### src/design/interval_set_merge_table_macros.svh
// Assertion macros used by the datapath (ismt_dp)
`ifndef INTERVAL_SET_MERGE_TABLE_MACROS_SVH
`define INTERVAL_SET_MERGE_TABLE_MACROS_SVH

// Check that an expression holds on every clock edge outside reset
`define ISMT_ASSERT_ALWAYS(label, expr, msg) \
    label: assert property (@(posedge clk) disable iff (!rst_n) (expr)) \
        else $error(msg);

// Check that a condition implies a consequence in the same cycle
`define ISMT_ASSERT_IMPLY(label, ante, cons, msg) \
    label: assert property (@(posedge clk) disable iff (!rst_n) (ante) |-> (cons)) \
        else $error(msg);

`endif

### src/design/ismt_pkg.sv
package ismt_pkg;

    localparam int DEF_ENTRIES     = 64;
    localparam int DEF_POS_BITS    = 32;
    localparam int DEF_CONTIG_BITS = 8;
    localparam int GAP_W           = 32;

    localparam logic [1:0] CMD_INSERT = 2'd0;
    localparam logic [1:0] CMD_FILL   = 2'd1;
    localparam logic [1:0] CMD_DUMP   = 2'd2;

    localparam logic [1:0] OP_SCAN    = 2'd0;
    localparam logic [1:0] OP_COMPACT = 2'd1;
    localparam logic [1:0] OP_FILL    = 2'd2;
    localparam logic [1:0] OP_SHIFT   = 2'd3;

    localparam logic [1:0] RK_INSERT   = 2'd0;
    localparam logic [1:0] RK_EMPTY    = 2'd1;
    localparam logic [1:0] RK_OVERFLOW = 2'd2;

    typedef struct packed {
        logic       latch;
        logic       init;
        logic       run;
        logic [1:0] op;
        logic       place;
        logic       resp_load;
        logic [1:0] resp_kind;
        logic       dump_rd;
        logic       dump_load;
    } ismt_cmd_t;

    typedef struct packed {
        logic pass_done;
        logic absorbed;
        logic full;
        logic empty;
        logic out_free;
        logic dump_last;
    } ismt_stat_t;

endpackage

### src/design/ismt_ctrl.sv
module ismt_ctrl
(
    input  logic               clk,
    input  logic               rst_n,
    input  logic               in_accept,
    input  logic [1:0]         in_cmd,
    input  ismt_pkg::ismt_stat_t stat,
    output ismt_pkg::ismt_cmd_t  cmd,
    output logic               in_ready
);

    localparam logic [3:0] S_IDLE      = 4'd0;
    localparam logic [3:0] S_SCAN      = 4'd1;
    localparam logic [3:0] S_CHECK     = 4'd2;
    localparam logic [3:0] S_COMPACT   = 4'd3;
    localparam logic [3:0] S_PREP      = 4'd4;
    localparam logic [3:0] S_SHIFT     = 4'd5;
    localparam logic [3:0] S_PLACE     = 4'd6;
    localparam logic [3:0] S_FILL      = 4'd7;
    localparam logic [3:0] S_RESP_INS  = 4'd8;
    localparam logic [3:0] S_RESP_NONE = 4'd9;
    localparam logic [3:0] S_RESP_OVF  = 4'd10;
    localparam logic [3:0] S_DUMP_RD   = 4'd11;
    localparam logic [3:0] S_DUMP_WT   = 4'd12;

    logic [3:0] state_reg;
    logic [3:0] state_next;

    assign in_ready = (state_reg == S_IDLE);

    always_comb
    begin
        cmd        = '0;
        state_next = state_reg;
        unique case (state_reg)
            S_IDLE:
            begin
                if (in_accept)
                begin
                    cmd.latch = 1'b1;
                    unique case (in_cmd)
                        ismt_pkg::CMD_INSERT:
                        begin
                            cmd.init   = 1'b1;
                            state_next = S_SCAN;
                        end
                        ismt_pkg::CMD_FILL:
                        begin
                            cmd.init   = 1'b1;
                            state_next = S_FILL;
                        end
                        ismt_pkg::CMD_DUMP:
                        begin
                            cmd.init = 1'b1;
                            if (stat.empty)
                                state_next = S_RESP_NONE;
                            else
                                state_next = S_DUMP_RD;
                        end
                        default:
                        begin
                            state_next = S_IDLE;
                        end
                    endcase
                end
            end
            S_SCAN:
            begin
                cmd.run = 1'b1;
                cmd.op  = ismt_pkg::OP_SCAN;
                if (stat.pass_done)
                    state_next = S_CHECK;
            end
            S_CHECK:
            begin
                if (!stat.absorbed && stat.full)
                    state_next = S_RESP_OVF;
                else
                begin
                    cmd.init   = 1'b1;
                    state_next = S_COMPACT;
                end
            end
            S_COMPACT:
            begin
                cmd.run = 1'b1;
                cmd.op  = ismt_pkg::OP_COMPACT;
                if (stat.pass_done)
                    state_next = S_PREP;
            end
            S_PREP:
            begin
                cmd.init   = 1'b1;
                cmd.op     = ismt_pkg::OP_SHIFT;
                state_next = S_SHIFT;
            end
            S_SHIFT:
            begin
                cmd.run = 1'b1;
                cmd.op  = ismt_pkg::OP_SHIFT;
                if (stat.pass_done)
                    state_next = S_PLACE;
            end
            S_PLACE:
            begin
                cmd.place  = 1'b1;
                state_next = S_RESP_INS;
            end
            S_FILL:
            begin
                cmd.run = 1'b1;
                cmd.op  = ismt_pkg::OP_FILL;
                if (stat.pass_done)
                    state_next = S_RESP_NONE;
            end
            S_RESP_INS, S_RESP_NONE, S_RESP_OVF:
            begin
                if (stat.out_free)
                begin
                    cmd.resp_load = 1'b1;
                    if (state_reg == S_RESP_INS)
                        cmd.resp_kind = ismt_pkg::RK_INSERT;
                    else if (state_reg == S_RESP_OVF)
                        cmd.resp_kind = ismt_pkg::RK_OVERFLOW;
                    else
                        cmd.resp_kind = ismt_pkg::RK_EMPTY;
                    state_next = S_IDLE;
                end
            end
            S_DUMP_RD:
            begin
                cmd.dump_rd = 1'b1;
                state_next  = S_DUMP_WT;
            end
            S_DUMP_WT:
            begin
                if (stat.out_free)
                begin
                    cmd.dump_load = 1'b1;
                    if (stat.dump_last)
                        state_next = S_IDLE;
                    else
                        state_next = S_DUMP_RD;
                end
            end
            default:
            begin
                state_next = S_IDLE;
            end
        endcase
    end

    always_ff @(posedge clk or negedge rst_n)
    begin
        if (!rst_n)
            state_reg <= S_IDLE;
        else
            state_reg <= state_next;
    end

endmodule

### config.mk
export PLATFORM = sky130hd
export DESIGN_NAME = ismt_ctrl
export DESIGN_NICKNAME = d
export VERILOG_FILES = /design/src/design/interval_set_merge_table_macros.svh /design/src/design/ismt_pkg.sv /design/src/design/ismt_ctrl.sv
export SDC_FILE = /design/constraint.sdc
export NUM_CORES = 1
export LEC_CHECK = 0
export BUFFER_PORTS_ARGS = -buffer_cell sky130_fd_sc_hd__buf_2
export CAP_MARGIN = 20
export CORE_MARGIN = 8
export CORE_UTILIZATION = 41
export CTS_CLUSTER_SIZE = 30
export DETAILED_ROUTE_END_ITERATION = 10
export MAX_ROUTING_LAYER = met4
export PLACE_DENSITY_LB_ADDON = 0.3
export SYNTH_ARGS = -nofsm -noshare
export SYNTH_HDL_FRONTEND = slang
export SYNTH_SLANG_ARGS = --single-unit
### constraint.sdc
create_clock -name clk -period 1.6 [get_ports clk]
set_input_delay 0.16 -clock clk [delete_from_list [all_inputs] [get_ports clk]]
set_output_delay 0.16 -clock clk [all_outputs]
set_load 0.05 [all_outputs]
# [Word level (Yosys, flattened, before mapping)]
# Cells that the tools add are included.
[totals] ff_bits=4 latchBits=0 mem_bits_rw=0 rom_bits=0 in_bits=11 wordCells=58 memories=0
[op_classes] add_sub_neg=0 mul=0 n_div=0 n_lt_le_gt_ge=0 eq_ne=21 shift=0 muxes=27 bitwise=0 n_reduce_logical=9
[op_table] op="one-hot mux 4 bit (11 select lines)" count=1
[op_table] op="two-way mux 4 bit" count=9
[op_table] op="equality test 4 bit, second input constant" count=5
[op_table] op="equality test 4 x 3 -> 1 bit, second input constant" count=4
[op_table] op="inequality test 2 bit, second input constant" count=7
[op_table] op="one-hot mux 4 bit (3 select lines)" count=1
[op_table] op="equality test 4 x 2 -> 1 bit, second input constant" count=2
[op_table] op="two-way mux 1 bit" count=8
[op_table] op="two-way mux 2 bit" count=4
[op_table] op="AND reduction 7 bit" count=1
[op_table] op="two-way mux 3 bit" count=2
[op_table] op="one-hot mux 2 bit (3 select lines)" count=1
[op_table] op="OR reduction 3 bit" count=2
[op_table] op="equality test 4 x 1 -> 1 bit, second input constant" count=1
[op_table] op="zero test 4 bit" count=1
[op_table] op="OR reduction 4 bit" count=1
[op_table] op="one-hot mux 1 bit (3 select lines)" count=1
[op_table] op="equality test 2 x 1 -> 1 bit, second input constant" count=1
[op_table] op="equality test 2 bit, second input constant" count=1
[op_table] op="zero test 2 bit" count=1
[op_table] op="OR reduction 2 bit" count=1
[op_table] op="logical AND 1 bit" count=1
[op_table] op="zero test 1 bit" count=1

# [Logic depth before layout (Yosys ltp)]
# Gate-level depths: netlist of the first run.
[depth] ltp_word=5 mapped_depth=6

# [Worst setup path after synthesis of the first run]
# No wires, ideal clock.
[synth_timing] path_kind="reg-to-output" start="register state_reg[0]" end="output port cmd[9] (netlist bit)" arrival_ns=3.319 required_ns=1.440 path_slack_ns=-1.879 path_stages_with_launch=7 path_buffers=2 cell_sequence="dfrtp_1 -> buf_6 -> buf_2 -> nor4_1 -> and2_1 -> nand2_1 -> o31ai_1"
[synth_rtl] element="start, declared" line="ismt_ctrl.sv:26" source="logic [3:0] state_reg;"
[synth_rtl] element="start signal, assigned" line="ismt_ctrl.sv:158" source="state_reg <= state_next;"
[synth_rtl] element="end, declared" line="ismt_ctrl.sv:8" source="output ismt_pkg::ismt_cmd_t cmd,"

==> results of run 1 <==
==> cell families (layout without fill, tap and decap cells) <==
group | Yosys count | after routing | share of synthesized area [%]
simple gates | 39 | 39 | 42.47
compound gates | 21 | 21 | 28.99
buf+inv | 9 | 39 | 8.765
flops | 4 | 4 | 17.98
fa+ha+maj | 1 | 1 | 1.798
==> per-stage QoR <==
stage,cells,worst slack (ps),area (sq um)
floorplan,74,-377.8,671.9
global placement,113,38.87,799.5
detailed placement,113,20.83,799.5
CTS,117,-82.00,879.6
global route,119,-138.1,924.6
finish,119,-64.37,924.6
==> synthesized netlist by cell type, types with 3 or more instances <==
cell type / instances
and2_1: 3
buf_2: 6
dfrtp_1: 4
nand2_1: 5
nand3_1: 3
nor2_1: 6
nor2b_1: 4
nor3b_1: 5
nor4_1: 4
o21ai_0: 3
==> layout by cell type, fill, tap and decap left out, types with 3 or more instances in the layout <==
cell type | Yosys | layout
buf_4 | 0 | 17
dfrtp_2 | 0 | 3
buf_6 | 1 | 4
clkbuf_4 | 0 | 3
buf_2 | 6 | 11
nand3_1 | 3 | 3
nor2b_1 | 4 | 4
nor3b_1 | 5 | 3
nor2_1 | 6 | 5
o21ai_0 | 3 | 3
==> layer usage <==
metal  up-vias  GRT usage [%]  routed length (um)
met3         2          1.961                  83
met2        20          22.46                 893
met5         -              -                   0
li1        333              -                   -
met4         0          7.328                  19
met1       311          15.57                 826
==> power by group through the flow <==
stage,sequential (mW),clock [mW],combinational (mW)
after detailed placement,0.228,0,1.39
after floorplan,0.179,0,1.21
final,0.242,0.128,1.55
after global placement,0.228,0,1.37
after global routing,0.247,0.139,1.64
after CTS,0.235,0.137,1.46
==> worst max-delay path: stages (launching register included) <==
cell and delay (ps):
dfrtp_2 480, nor4_4 290, and2_4 190, nand2_2 60, o31ai_4 50, buf_6 190
==> layout make-up <==
type,instances,area [sq um]
multi-input combinational,61,515.5
fill,96,360.3
timing repair buffer,34,252.7
sequential,4,103.9
clock buffer,3,22.52
tap,15,18.77
inverter,2,11.26
==> repair_timing <==
| item | 4_1_cts | 5_1_grt |
|---|---|---|
| resized for setup | 19 | 11 |
| hold buffers | 1 | 0 |
| pin swaps | 2 | 0 |
| buffers inserted | 0 | 2 |
| endpoints found under the setup margin | 10 | 11 |
| hold endpoints to repair | 4 | 0 |
==> worst max path at each step <==
| stage | end | from | cells past startpoint | slack (ps) |
|---|---|---|---|---|
| after global routing | cmd[9] | state_reg[2] | 5 | -140 |
| after floorplan | cmd[9] | state_reg[0] | 6 | -380 |
| after global placement | cmd[9] | state_reg[2] | 5 | 40 |
| after detailed placement | state_reg[0] | state_reg[1] | 4 | 20 |
| final | cmd[9] | state_reg[2] | 5 | -60 |
| after CTS | cmd[6] | state_reg[2] | 4 | -80 |
==> results.py, run 1 <==
metrics = {
    "critical_path": {
        "r2r-start": "state_reg[0]",
        "worstSetupStartpointType": "flop",
        "rr_worst_depth": 5,
        "path_class": "flop to primary output",
        "path_max_fanout": 8,
        "endpoint_kind": "primary output",
        "worstReg2RegEnd": "state_reg[2]",
        "rrSetupSlack_ps": 30,
        "required_ps": 1440,
        "critPathArrivalTime_ps": 1500,
    },
    "yosys": {
        "ys.flop_type": "dfrtp_1",
        "synth_edf_count": 0,
        "ys_ff_latch": 4,
        "synth.cell_area_sq_um": 556.8,
        "netlist.area_leader.share_pct": 17.98,
        "synth_top_cell_by_area": "dfrtp_1",
        "synthCells": 74,
        "synth_warnings": 0,
        "ys_async_sr_fraction_pct": 100.0,
        "syn-num-nets": 85,
        "synth.area.top_cells": "dfrtp_1, nor3b_1, buf_2, nor2b_1, nor4_1",
        "yosysUniqueCellTypes": 35,
        "synth_area_per_cell_sq_um": 7.524,
        "synth-seq-area-share_pct": 17.98,
    },
    "global_routing": {
        "grt_pass1_wl_um": 2877,
        "grtUsageTotal_pct": 13.69,
        "grt-ovfl-total": 0,
        "antenna_found_initial": 0,
        "grt_pass1_vias": 688,
        "grt_max_degree": 13,
    },
    "power": {
        "seq_power_share_pct": 12.6,
        "power_density_nw_per_um2": 2081,
        "finalPower_mw": 1.924,
        "p_clk_share_pct": 6.6,
        "ir_worst_vdd_v": 0.001275,
        "p_sw_mw": 1.048,
        "internal-power_mw": 0.8758,
        "power_frac_comb_pct": 80.8,
        "switching_share_pct": 54.48,
        "power.leakage_nw": 0.3996,
    },
    "routing": {
        "ant_nets": 0,
        "dr_total_vias": 666,
        "viasPerCell": 5.597,
        "first_pass_iters": 4,
        "wl_um": 1821,
        "wl_per_cell_um": 15.30,
        "drc": 0,
        "drt_iter0_drc": 17,
    },
    "sta": {
        "fmax_mhz": 600.8,
        "setup_viol": 3,
        "worstMarginPinSlew_ps": 328.7,
        "maxSlewHeadroom_pct": 77.88,
        "fin_tns_setup_ps": -91.63,
        "rsz0062_at_grt": "true",
        "min_period_ps": 1664,
        "fin_skew_ps": 1.369,
        "fin_crit_sh_pct": 104.0,
        "holdWs_ps": 251.9,
        "hold_viol": 0,
        "slew_violations": 0,
        "setup_ws_ps": -64.37,
    },
    "worst_hold_path": {
        "holdCritPathClass": "input port to async pin",
    },
    "place": {
        "globalplace.congestion": 0.8266,
        "hpwl_um": 1388,
        "io_buffers": 22,
    },
    "clock_network": {
        "cts_tree": "done",
        "numCtsBuffers": 3,
        "cts_root_buffer": "clkbuf_4",
        "clkLatencyLatePin_ps": 240,
        "clockBufferDepth": 2,
        "cts.htree.levels": 1,
        "clk_pin_slew_ps": 40,
        "clkSinkCount": 4,
    },
    "finish": {
        "nets": 117,
        "syn2layout_area_growth_pct": 66.07,
        "largest_reg_flops": 4,
        "layout-drive-gt1-share_pct": 57.69,
        "final_util_pct": 71.96,
        "antenna_cells": 0,
    },
    "run": {
        "maxCapViolCount": 0,
    },
    "floorplanning": {
        "die-area_sq_um": 2793,
        "coreArea_sq_um": 1285,
        "die_y_um": 52.85,
        "io_pins": 23,
        "die_x_um": 52.85,
        "start_util_pct": 43.33,
        "num_rows": 13,
    },
    "status": {
        "failed_checks": "negative setup slack",
        "outcome": "finished with violations",
    },
}
Note: power is estimated with default switching activity, not from simulation.
==> inputs of run 2 (changes only) <==
- BUFFER_PORTS_ARGS: -buffer_cell sky130_fd_sc_hd__buf_2 -> not set
- CORE_AREA: not set -> 8 8 45 47
- CORE_MARGIN: 8 -> not set
- CORE_UTILIZATION: 41 -> not set
- DIE_AREA: not set -> 0 0 53 55
- DONT_BUFFER_PORTS: not set -> 1
==> results.py, run 2 (same netlist as run 1, synthesis figures left out) <==
metrics = {
    "run": {
        "maxCapViolCount": 0,
    },
    "sta": {
        "maxSlewHeadroom_pct": 81.35,
        "holdWs_ps": 186.9,
        "fin_crit_sh_pct": 106.8,
        "min_period_ps": 1710,
        "fmax_mhz": 585.0,
        "worstMarginPinSlew_ps": 278.1,
        "slew_violations": 0,
        "setup_ws_ps": -109.5,
        "fin_skew_ps": 5.762,
        "setup_viol": 12,
        "hold_viol": 0,
        "rsz0062_at_grt": "true",
    },
    "floorplanning": {
        "coreArea_sq_um": 1384,
        "die_x_um": 53,
        "io_pins": 23,
        "start_util_pct": 40.24,
        "num_rows": 14,
        "die_y_um": 55,
        "die-area_sq_um": 2915,
    },
    "finish": {
        "syn2layout_area_growth_pct": 89.66,
        "mostFrequentLayoutCells": "buf_4, buf_12, nor2_1, buf_6, nor2b_1",
        "nets": 115,
        "layout-drive-gt1-share_pct": 60.78,
        "layout_commonest_cell": "buf_4",
        "antenna_cells": 0,
        "finalInstanceArea_sq_um": 1056,
        "stdcell_count": 118,
        "fillers": 95,
        "largest_reg_flops": 4,
    },
    "global_routing": {
        "grt_pass1_wl_um": 3332,
        "antenna_found_initial": 0,
        "grt_pass1_vias": 682,
        "grtUsageTotal_pct": 15.77,
        "grt-ovfl-total": 0,
        "grt_max_degree": 11,
    },
    "place": {
        "hpwl_um": 1388,
        "place_ws_ps": -44.23,
        "dpl_cell_area_sq_um": 850.8,
        "dp.cells": 105,
        "io_buffers": 0,
        "globalplace.congestion": 0.8729,
    },
    "power": {
        "p_clk_share_pct": 5.6,
        "seq_power_share_pct": 9.4,
        "switching_share_pct": 51.59,
        "internal-power_mw": 1.148,
        "finalPower_mw": 2.371,
        "power_density_nw_per_um2": 2246,
        "power_frac_comb_pct": 84.9,
        "power.leakage_nw": 0.4397,
        "ir_worst_vdd_v": 0.001388,
        "p_sw_mw": 1.223,
    },
    "routing": {
        "drt_iter0_drc": 48,
        "wl_um": 2314,
        "drc": 0,
        "wl_per_cell_um": 19.61,
        "first_pass_iters": 4,
        "ant_nets": 0,
        "viasPerCell": 6.153,
        "dr_total_vias": 726,
    },
    "critical_path": {
        "crit_chain": "buf_6, nor4_4, and2_4, nand2_4, o31ai_4, buf_12",
        "rrSetupSlack_ps": -90,
        "crit_path_end": "cmd[9]",
        "rr_worst_depth": 6,
        "endpoint_kind": "primary output",
        "critPathArrivalTime_ps": 1550,
        "startpoint": "state_reg[0]",
        "path_buf_inv": 2,
        "max_stage_delay_ps": 400,
        "worstSetupStartpointType": "flop",
        "cp_top_family": "simple AND/OR/NAND/NOR gates",
        "crit_slowest_cell": "dfrtp_1",
        "r2r-start": "state_reg[1]",
        "worstReg2RegEnd": "state_reg[1]",
        "path_class": "flop to primary output",
        "cp.depth": 6,
        "path_max_fanout": 3,
        "required_ps": 1440,
    },
    "clock_network": {
        "clkLatencyLatePin_ps": 250,
        "clockBufferDepth": 2,
        "clkSinkCount": 4,
        "clk_pin_slew_ps": 40,
        "cts_tree": "done",
        "cts_root_buffer": "clkbuf_4",
        "numCtsBuffers": 3,
        "cts.htree.levels": 1,
    },
    "status": {
        "outcome": "finished with violations",
        "failed_checks": "negative setup slack",
    },
    "worst_hold_path": {
        "holdCritPathClass": "input port to async pin",
    },
}
[run 2: cell types whose count changed in the layout (fill, tap and decap cells not counted), sizes merged]
cell,change
buf,-2
[run 2: worst reg2reg max path: stages (launching register included)]
cell,delay (ps)
dfrtp_1,410
buf_12,150
buf_12,130
maj3_2,330
nor3b_4,270
or2_4,190
a22o_1,130
[run 2: layout make-up]
class	count	area [sq um]	area share, %
Clock buffer	3	22.52	2.133
Inverter	2	11.26	1.066
Timing Repair Buffer	32	344.1	32.58
Tap cell	16	20.02	1.896
Sequential cell	4	102.6	9.716
Multi-Input combinational cell	61	555.5	52.61
[run 2: power by group through the flow]
| stage | combinational [mW] | sequential [mW] | clock, mW |
|---|---|---|---|
| after floorplan | 1.21 | 0.179 | 0 |
| after global placement | 1.60 | 0.213 | 0 |
| after detailed placement | 1.62 | 0.216 | 0 |
| after CTS | 1.85 | 0.222 | 0.129 |
| after global routing | 2.11 | 0.228 | 0.144 |
| final | 2.01 | 0.224 | 0.133 |
[run 2: metrics by stage]
step | setup TNS (ps) | utilization [%]
floorplan | -781.5 | -
global placement | 0 | 61.48
detailed placement | -97.02 | 61.48
CTS | -513.2 | 71.61
global route | -1360 | 76.31
finish | -747.6 | 76.31
[run 2: worst min path at each step]
stage	from	endpoint	slack, ps	depth (start not counted)
2_1_floorplan	rst_n	state_reg[0]	-140	0
4_1_cts	stat[1]	state_reg[3]	140	2
3_5_place_dp	rst_n	state_reg[3]	-140	0
3_3_place_gp	rst_n	state_reg[3]	-140	0
6_report	rst_n	state_reg[3]	190	1
5_1_grt	rst_n	state_reg[3]	200	1
[run 2: timing repair]
action	4_1_cts	5_1_grt
pin swaps	11	8
hold buffers	1	0
endpoints found under the hold margin	4	0
resized for setup	18	7
endpoints found under the setup margin	9	14
buffers inserted	5	4
gates cloned	0	0
[run 2: per-layer routing]
metal  up-vias  part of all wire, %  GRT usage [%]
met4         0                  3.3          7.759
met5         -                    0              -
li1        328                    -              -
met2        49                   49          24.80
met3         9                  8.6          3.743
met1       340                   39          18.42
